--- config.mk ---
export PLATFORM = sky130hd
export DESIGN_NAME = ir_sample_capture_forwarder
export DESIGN_NICKNAME = d
export VERILOG_FILES = /design/src/hdl/irsc_pkg.sv /design/src/hdl/ir_sample_capture_forwarder.sv /design/src/hdl/irsc_store.sv
export SDC_FILE = /design/constraint.sdc
export NUM_CORES = 2
export LEC_CHECK = 0
export ABC_CLOCK_PERIOD_IN_PS = 26000
export BUFFER_PORTS_ARGS = -buffer_cell sky130_fd_sc_hd__buf_4
export CORE_UTILIZATION = 55
export DETAILED_ROUTE_END_ITERATION = 16
export GPL_TIMING_DRIVEN = 0
export HOLD_SLACK_MARGIN = 0.12
export PLACE_DENSITY_LB_ADDON = 0.25
export RECOVER_POWER = 50
export REMOVE_ABC_BUFFERS = 1
export SETUP_SLACK_MARGIN = 0.2
export SYNTH_ARGS = -nofsm -noshare
export SYNTH_HDL_FRONTEND = slang
export SYNTH_SLANG_ARGS = --single-unit
--- constraint.sdc ---
create_clock -name clk -period 26 [get_ports clk]
set_clock_uncertainty 0.15 [all_clocks]
set_input_delay 7.8 -clock clk [delete_from_list [all_inputs] [get_ports clk]]
set_output_delay 7.8 -clock clk [all_outputs]
set_load 0.02 [all_outputs]
--- src/hdl/irsc_pkg.sv ---
// Shared constants, types and store request struct for the IR sample capture forwarder.
package irsc_pkg;

    // Store geometry
    localparam int STORE_BYTES = 512;
    localparam int ADDR_W      = $clog2(STORE_BYTES);
    localparam int WIN_W       = ADDR_W + 1;          // holds 0..STORE_BYTES
    localparam int SI_W        = ADDR_W + 4;          // holds 0..STORE_BYTES*8

    // Register field widths and compare width
    localparam int CAP_W  = 10;
    localparam int MINA_W = 9;
    localparam int CMP_W  = 16;

    // Configuration port
    localparam int CFG_IDX_W  = 8;
    localparam int CFG_DATA_W = 16;
    localparam logic [CFG_IDX_W-1:0] CFG_CAPTURE_BYTES    = 8'd0;
    localparam logic [CFG_IDX_W-1:0] CFG_MIN_ACTIVE_BYTES = 8'd1;

    // Reset values and the byte 0 marker
    localparam logic [CAP_W-1:0]  CAPTURE_BYTES_RESET    = 10'd400;
    localparam logic [MINA_W-1:0] MIN_ACTIVE_BYTES_RESET = 9'd20;
    localparam logic [7:0]        SEED_MARKER            = 8'd128;

    // Sequencer states
    typedef enum logic [2:0] {
        ST_CLEAR,
        ST_IDLE,
        ST_EVAL,
        ST_BIT_WR,
        ST_FWD_CHK,
        ST_FWD_DATA,
        ST_DONE
    } state_t;

    // One write port and one registered read port per cycle
    typedef struct packed {
        logic              wr_en;
        logic [ADDR_W-1:0] wr_addr;
        logic [7:0]        wr_data;
        logic              rd_en;
        logic [ADDR_W-1:0] rd_addr;
    } store_req_t;

endpackage

--- src/hdl/ir_sample_capture_forwarder.sv ---
// Top level: sample tick sequencer, configuration registers and result register.
//
// Each input beat is one sample tick of an active-low IR receiver; each tick gives exactly
// one output beat. A tick's steps through the sequencer are serialised on the byte store:
// a read-modify-write of the captured bit and a read of the forwarded byte
// go through it one after the other. After reset, and on an idle tick with the line high
// while byte 0 of the store is nonzero, the store is swept to zero one byte per clock over
// all STORE_BYTES (512) bytes before that tick (or the start after reset) ends; s_axis_tready
// stays low during the sweep while configuration writes are still taken. A finished result
// waits in the output register while the next tick is accepted. Output tdata: bit 0
// send_valid, bits 8:1 send_byte, bit 9 capturing.
module ir_sample_capture_forwarder (
    input  logic                                clk,
    input  logic                                rst_n,
    // input ticks
    input  logic                                s_axis_tvalid,
    output logic                                s_axis_tready,
    input  logic [7:0]                          s_axis_tdata,  // [0] line_level, [1] tx_ready
    // results
    output logic                                m_axis_tvalid,
    input  logic                                m_axis_tready,
    output logic [15:0]                         m_axis_tdata,  // [0] send_valid,
                                                               // [8:1] send_byte, [9] capturing
    // configuration writes
    input  logic                                cfg_valid,
    output logic                                cfg_ready,
    input  logic [irsc_pkg::CFG_IDX_W-1:0]      cfg_index,
    input  logic [irsc_pkg::CFG_DATA_W-1:0]     cfg_data
);
    import irsc_pkg::*;

    // control registers
    state_t             state_reg, state_next;
    logic [CAP_W-1:0]   cap_reg, cap_next;
    logic [MINA_W-1:0]  mina_reg, mina_next;
    logic [SI_W-1:0]    si_reg, si_next;
    logic [ADDR_W-1:0]  lab_reg, lab_next;
    logic [WIN_W-1:0]   fi_reg, fi_next;
    logic [ADDR_W-1:0]  clr_reg, clr_next;
    logic               item_reg, item_next;
    logic [7:0]         byte0_reg, byte0_next;
    logic               out_valid_reg, out_valid_next;

    // payload registers
    logic               low_reg, low_next;
    logic               rdy_reg, rdy_next;
    logic               sv_reg, sv_next;
    logic [7:0]         sb_reg, sb_next;
    logic [15:0]        out_data_reg, out_data_next;

    store_req_t         store_req;
    logic [7:0]         store_rd_data;

    // derived conditions
    logic [WIN_W-1:0]   win;
    logic [SI_W-1:0]    win8;
    logic [WIN_W-1:0]   byte_nr;
    logic               active;
    logic               in_window;
    logic               act_ok;
    logic               drain_ok;
    logic               fwd_ok;
    logic               clr_last;
    logic               in_accept;
    logic               out_free;

    irsc_store u_store (
        .clk     (clk),
        .req     (store_req),
        .rd_data (store_rd_data)
    );

    // window saturated to the store size
    always_comb
    begin
        if (CMP_W'(cap_reg) > CMP_W'(STORE_BYTES))
        begin
            win = WIN_W'(STORE_BYTES);
        end
        else
        begin
            win = WIN_W'(cap_reg);
        end
    end

    assign win8      = {win, 3'b000};
    assign byte_nr   = si_reg[SI_W-1:3];
    assign active    = (si_reg != '0);
    assign in_window = (si_reg < win8);
    assign act_ok    = (CMP_W'(lab_reg) > CMP_W'(mina_reg));
    assign drain_ok  = (fi_reg < win) && act_ok;
    assign fwd_ok    = (byte_nr > fi_reg) && act_ok && rdy_reg;
    assign clr_last  = (clr_reg == ADDR_W'(STORE_BYTES - 1));
    assign in_accept = s_axis_tvalid && s_axis_tready;
    assign out_free  = !out_valid_reg || m_axis_tready;

    assign cfg_ready     = 1'b1;
    assign m_axis_tvalid = out_valid_reg;
    assign m_axis_tdata  = out_data_reg;

    // next state
    always_comb
    begin
        state_next = state_reg;
        case (state_reg)
            ST_CLEAR:
            begin
                if (clr_last)
                begin
                    state_next = item_reg ? ST_DONE : ST_IDLE;
                end
            end
            ST_IDLE:
            begin
                if (in_accept)
                begin
                    state_next = ST_EVAL;
                end
            end
            ST_EVAL:
            begin
                if (active)
                begin
                    if (in_window)
                    begin
                        state_next = low_reg ? ST_BIT_WR : ST_FWD_CHK;
                    end
                    else if (drain_ok && rdy_reg)
                    begin
                        state_next = ST_FWD_DATA;
                    end
                    else
                    begin
                        state_next = ST_DONE;
                    end
                end
                else if (!low_reg && byte0_reg != 8'd0)
                begin
                    state_next = ST_CLEAR;
                end
                else
                begin
                    state_next = ST_DONE;
                end
            end
            ST_BIT_WR:
            begin
                state_next = ST_FWD_CHK;
            end
            ST_FWD_CHK:
            begin
                state_next = fwd_ok ? ST_FWD_DATA : ST_DONE;
            end
            ST_FWD_DATA:
            begin
                state_next = ST_DONE;
            end
            ST_DONE:
            begin
                if (out_free)
                begin
                    state_next = ST_IDLE;
                end
            end
            default:
            begin
                state_next = ST_IDLE;
            end
        endcase
    end

    // outputs: input ready and store requests
    always_comb
    begin
        s_axis_tready     = (state_reg == ST_IDLE);
        store_req         = '0;
        case (state_reg)
            ST_CLEAR:
            begin
                store_req.wr_en   = 1'b1;
                store_req.wr_addr = clr_reg;
                store_req.wr_data = 8'd0;
            end
            ST_EVAL:
            begin
                if (active && in_window && low_reg)
                begin
                    store_req.rd_en   = 1'b1;
                    store_req.rd_addr = byte_nr[ADDR_W-1:0];
                end
                else if (active && !in_window && drain_ok && rdy_reg)
                begin
                    store_req.rd_en   = 1'b1;
                    store_req.rd_addr = fi_reg[ADDR_W-1:0];
                end
                else if (!active && low_reg)
                begin
                    store_req.wr_en   = 1'b1;
                    store_req.wr_addr = '0;
                    store_req.wr_data = SEED_MARKER;
                end
            end
            ST_BIT_WR:
            begin
                store_req.wr_en   = 1'b1;
                store_req.wr_addr = byte_nr[ADDR_W-1:0];
                store_req.wr_data = store_rd_data | (8'b1 << si_reg[2:0]);
            end
            ST_FWD_CHK:
            begin
                if (fwd_ok)
                begin
                    store_req.rd_en   = 1'b1;
                    store_req.rd_addr = fi_reg[ADDR_W-1:0];
                end
            end
            default:
            begin
                store_req = '0;
            end
        endcase
    end

    // datapath and counters
    always_comb
    begin
        cap_next       = cap_reg;
        mina_next      = mina_reg;
        si_next        = si_reg;
        lab_next       = lab_reg;
        fi_next        = fi_reg;
        clr_next       = clr_reg;
        item_next      = item_reg;
        byte0_next     = byte0_reg;
        out_valid_next = out_valid_reg;
        low_next       = low_reg;
        rdy_next       = rdy_reg;
        sv_next        = sv_reg;
        sb_next        = sb_reg;
        out_data_next  = out_data_reg;

        // configuration writes
        if (cfg_valid && cfg_ready)
        begin
            if (cfg_index == CFG_CAPTURE_BYTES)
            begin
                cap_next = cfg_data[CAP_W-1:0];
            end
            else if (cfg_index == CFG_MIN_ACTIVE_BYTES)
            begin
                mina_next = cfg_data[MINA_W-1:0];
            end
        end

        // result beat taken
        if (out_valid_reg && m_axis_tready)
        begin
            out_valid_next = 1'b0;
        end

        // byte 0 shadow follows every store write at address zero
        if (store_req.wr_en && store_req.wr_addr == '0)
        begin
            byte0_next = store_req.wr_data;
        end

        case (state_reg)
            ST_CLEAR:
            begin
                clr_next = clr_reg + ADDR_W'(1);
                if (clr_last)
                begin
                    item_next = 1'b0;
                end
            end
            ST_IDLE:
            begin
                if (in_accept)
                begin
                    low_next = ~s_axis_tdata[0];
                    rdy_next = s_axis_tdata[1];
                end
            end
            ST_EVAL:
            begin
                sv_next = 1'b0;
                sb_next = 8'd0;
                if (active)
                begin
                    if (!in_window)
                    begin
                        if (drain_ok)
                        begin
                            if (rdy_reg)
                            begin
                                fi_next = fi_reg + WIN_W'(1);
                            end
                        end
                        else
                        begin
                            si_next = '0;
                        end
                    end
                end
                else if (low_reg)
                begin
                    si_next  = SI_W'(1);
                    lab_next = '0;
                    fi_next  = '0;
                end
                else if (byte0_reg != 8'd0)
                begin
                    clr_next  = '0;
                    item_next = 1'b1;
                end
            end
            ST_BIT_WR:
            begin
                lab_next = byte_nr[ADDR_W-1:0];
            end
            ST_FWD_CHK:
            begin
                si_next = si_reg + SI_W'(1);
                if (fwd_ok)
                begin
                    fi_next = fi_reg + WIN_W'(1);
                end
            end
            ST_FWD_DATA:
            begin
                sv_next = 1'b1;
                sb_next = store_rd_data;
            end
            ST_DONE:
            begin
                if (out_free)
                begin
                    out_valid_next = 1'b1;
                    out_data_next  = {6'd0, active, sb_reg, sv_reg};
                end
            end
            default:
            begin
                sv_next = 1'b0;
            end
        endcase
    end

    // control state
    always_ff @(posedge clk or negedge rst_n)
    begin
        if (!rst_n)
        begin
            state_reg     <= ST_CLEAR;
            cap_reg       <= CAPTURE_BYTES_RESET;
            mina_reg      <= MIN_ACTIVE_BYTES_RESET;
            si_reg        <= '0;
            lab_reg       <= '0;
            fi_reg        <= '0;
            clr_reg       <= '0;
            item_reg      <= 1'b0;
            byte0_reg     <= 8'd0;
            out_valid_reg <= 1'b0;
        end
        else
        begin
            state_reg     <= state_next;
            cap_reg       <= cap_next;
            mina_reg      <= mina_next;
            si_reg        <= si_next;
            lab_reg       <= lab_next;
            fi_reg        <= fi_next;
            clr_reg       <= clr_next;
            item_reg      <= item_next;
            byte0_reg     <= byte0_next;
            out_valid_reg <= out_valid_next;
        end
    end

    // payload
    always_ff @(posedge clk)
    begin
        low_reg      <= low_next;
        rdy_reg      <= rdy_next;
        sv_reg       <= sv_next;
        sb_reg       <= sb_next;
        out_data_reg <= out_data_next;
    end

    // a forwarded byte only ever leaves during a capture or drain
    a_send_while_capturing: assert property (@(posedge clk) disable iff (!rst_n)
        m_axis_tvalid && m_axis_tdata[0] |-> m_axis_tdata[9])
        else $error("send_valid without capturing");

    // an accepted tick is evaluated on the next clock
    a_accept_eval: assert property (@(posedge clk) disable iff (!rst_n)
        s_axis_tvalid && s_axis_tready |=> state_reg == ST_EVAL)
        else $error("accepted tick not evaluated");

    // byte 0 shadow tracks the store
    a_byte0_shadow: assert property (@(posedge clk) disable iff (!rst_n)
        store_req.wr_en && store_req.wr_addr == '0 |=>
        byte0_reg == $past(store_req.wr_data))
        else $error("byte 0 shadow out of step");

endmodule

--- src/hdl/irsc_store.sv ---
// Capture byte store: single write port, single registered read port.
module irsc_store (
    input  logic                clk,
    input  irsc_pkg::store_req_t req,
    output logic [7:0]          rd_data
);
    import irsc_pkg::*;

    logic [7:0] mem [STORE_BYTES];
    logic [7:0] rd_data_reg;

    // write port
    always_ff @(posedge clk)
    begin
        if (req.wr_en)
        begin
            mem[req.wr_addr] <= req.wr_data;
        end
    end

    // registered read port
    always_ff @(posedge clk)
    begin
        if (req.rd_en)
        begin
            rd_data_reg <= mem[req.rd_addr];
        end
    end

    assign rd_data = rd_data_reg;

endmodule
==> metrics.log <==
INFO  metric post-route-drc-count = 0
INFO  metric post-synth-top-area-cell = edfxtp_1
INFO  metric drt.antenna.violating_nets = 0
INFO  metric crit_path_max_incr_delay = roughly 2.9 ns
INFO  metric cts-buffers-inserted = between 400 and 500
INFO  metric final_worst_setup_slack = approximately 15 ns
INFO  metric post_synth_main_area_contributors = edfxtp_1 (73%), nand2_1 (8.4%), nand3_1 (5.8%)
INFO  metric async_reset_ff_frac = 0.0174
INFO  metric drive_gt1_frac = 0.0824
INFO  metric area_delta_synth_final = 13.3%
INFO  metric dp_hpwl = roughly 330 mm
INFO  metric max-clock-path-buffers = 4
INFO  metric worst_path_buf_inv = 4
INFO  metric setup_repair_after_global_routing_missed_its_margin = false
INFO  metric io-pin-count = 56
INFO  metric initial_core_util = 0.555
INFO  metric cts_hold_buf = 0
INFO  metric nets = 13477
INFO  metric instances_no_fill = approximately 18000
INFO  metric setup-violations-final = 0
INFO  metric via_count = ~110k
INFO  metric grt_residual_overflow = 0
INFO  metric synth_largest_type_area_fraction = 0.727
INFO  metric antenna_found_initial = 32
INFO  metric gp_congestion = 0.848
INFO  metric die-width = between 500 and 600 um
INFO  metric synthesis_stage_register_bit_count = about 4200
INFO  metric critical_path.max_fanout = 39
INFO  metric grt_start_max_net_pins = 74
INFO  metric post_cts_buffers = 0
INFO  metric cp_common_cell = clkbuf_1
INFO  metric max_clock_freq = 0.0877 GHz
INFO  metric first_global_vias = ~110k
INFO  metric tightestPinTransition = 3.74 ns
INFO  metric synth-warning-count = 0
INFO  metric min_delay_path_depth = 0
INFO  metric worst-endpoint-required = roughly 26 ns
INFO  metric cp.depth = 7
INFO  metric final.period_utilization = 0.438
INFO  metric vias_per_cell = between 6 and 7
INFO  metric y_dimension_of_the_die = 559 um
INFO  metric wirelength = 506 mm
INFO  metric syn_area_per_cell = around 13 um^2
INFO  metric hold_violations = 0
INFO  metric final.min_clock_period = between 10 and 15 ns
INFO  metric floorplan.core_area = between 300000 and 400000 um^2
INFO  metric syn_area = between 150000 and 200000 um^2
INFO  metric die-area = ~310000 um^2
INFO  metric critPathKind = reg2reg
INFO  metric r2r_depth = 7
INFO  metric cts_repair_resize_count = 0
INFO  metric worstSkewPairLatency = ~0.97 ns
INFO  metric worstSetupEndpoint = u_store.mem[442][7]
INFO  metric htree_num_levels = 5
INFO  metric crit_path_top_delay_cell = o21ai_0
INFO  metric cts_root_buffer = clkbuf_16
INFO  metric finalMaxSlewViolations = slightly below 4000
INFO  metric crit_arrival = 11.74 ns
INFO  metric detail_route.first_pass.iterations = 9
INFO  metric worst_setup_path_startpoint = state_reg[1]
INFO  metric grt_util_all_layers = 0.321
INFO  metric netlist-cell-type-count = 84
INFO  metric cts_sinks = about 4200
INFO  metric r2r_end = u_store.mem[442][7]
INFO  metric first_pass_grt_wire_length = between 700 and 800 mm
INFO  metric seq_area_frac_synth = 0.738
INFO  metric slew-limit-headroom = -1.52
INFO  metric worst_hold_path_type = reg2reg
INFO  metric slack_of_the_worst_reg_to_reg_path = 14.60 ns
INFO  metric run_status = finished, violations left
INFO  metric crit_path_start_kind = register
INFO  metric powerDensity = roughly 75 nW/um^2
INFO  metric placed_cells_incl_taps = roughly 17000
INFO  metric peak_vdd_ir = roughly 56 uV
INFO  metric drt_iter0_markers = approximately 18000
INFO  metric largest_reg_flops = between 4000 and 5000
INFO  metric placement_rows = between 200 and 250
INFO  metric cp_top_family = buffers and inverters
INFO  metric r2r-start = state_reg[1]
INFO  metric tritoncts_clock_tree = done
INFO  metric dp_worst_setup_slack = 16.23 ns
INFO  metric synth_top_flop_cell = edfxtp_1
INFO  metric synth_enable_flop_cells = 4125
INFO  metric worstPathCellList = nor3b_1 -> nand2_1 -> o21ai_0 -> clkbuf_1 -> clkbuf_1 -> clkbuf_1 -> clkbuf_1
INFO  metric port-buffer-count = 36
INFO  metric failed_checks = capacitance limit, slew limit
INFO  metric clkTransAtPathRegs = about 0.060 ns
INFO  metric wl_per_cell = ~28 um
INFO  metric drv_cap = between 100 and 150
INFO  metric syn-instance-count = 13356
INFO  metric end_kind = register
INFO  metric power.static_leakage = 67.7 nW
==> Yosys cell counts, drive strengths merged (46+ instances only) <==
master  number
nand2     3816
a31oi      159
and3       214
dfrtp       68
nor3        64
clkbuf     229
nor2       605
a21oi      201
a311oi     218
a32oi       61
buf        703
ha          46
mux2i      292
o21ai       91
nand4       60
nand3     1987
edfxtp    4125
==> per-layer routing <==
metal,up-vias,GRT usage,wire length [um]
met5,-,0,407
met4,34,0.167,29900
met3,1332,0.0771,64600
met2,7595,0.478,225000
met1,56692,0.441,186000
li1,48966,-,-
==> how the worst min path moves through the flow <==
stage | startpoint | to | slack (ns)
floorplan | sv_reg | m_axis_tdata[0] | 0.25
global placement | sb_reg[1] | m_axis_tdata[2] | 0.26
detailed placement | sb_reg[4] | m_axis_tdata[5] | 0.26
CTS | sb_reg[4] | m_axis_tdata[5] | 0.27
global route | sb_reg[0] | m_axis_tdata[1] | 0.29
finish | sb_reg[4] | m_axis_tdata[5] | 0.27
==> cell type report <==
class | count | area [um^2]
clock inverters | 266 | 2470
well taps | 4100 | 5130
fillers | 21902 | 114000
clock buffers | 493 | 10600
flip-flops and latches | 4198 | 126000
multi-input cells | 8198 | 40800
diodes | 15 | 37.5
inverters | 33 | 124
repair buffers | 552 | 8150
==> logic make-up (layout without fill, tap and decap cells) <==
family	count (synthesis)	after routing	synth area share
AND/OR/NAND/NOR	6820	6820	0.171
flip-flops	4198	4198	0.738
AO/OA/AOI/OAI	993	993	0.0422
buffers and inverters	965	1344	0.0261
multiplexers	319	319	0.0190
adder cells (fa/ha/maj)	46	46	0.00338
XOR/XNOR	13	13	0.000668
other	2	22	0.0000441
==> stage by stage <==
stage | utilization | setup TNS [ns] | hold slack [ns] | cell area (um^2) | power (W)
finish | 0.628 | 0 | 0.271 | 193000 | 0.0145
global route | 0.628 | 0 | 0.289 | 193000 | 0.0148
CTS | 0.635 | 0 | 0.269 | 195000 | 0.0146
detailed placement | 0.592 | 0 | 0.258 | 182000 | 0.00890
global placement | 0.558 | - | 0.259 | 171000 | 0.00937
floorplan | - | -575.55 | 0.250 | 166000 | 0.00862
==> report_power, final <==
group	total (W)	internal (W)	switching (W)	leakage [nW]
combinational	0.000845	0.000107	0.000739	22.5
clock	0.00585	0.00325	0.00261	6.39
sequential	0.00785	0.00781	0.0000358	38.8
==> placed cells by master (no fill, tap or decap), drive strengths merged, types with 47 or more instances in the layout <==
| cell | count |
|---|---|
| nand2 | 3816 |
| nor3 | 64 |
| nand3 | 1987 |
| clkbuf | 603 |
| and3 | 214 |
| a21oi | 201 |
| edfxtp | 4125 |
| clkinv | 209 |
| o21ai | 91 |
| a311oi | 218 |
| a31oi | 159 |
| dfrtp | 68 |
| buf | 440 |
| nor2 | 605 |
| mux2i | 292 |
| nand4 | 60 |
| inv | 47 |
| a32oi | 61 |
Power figures use the tool's default switching activity.
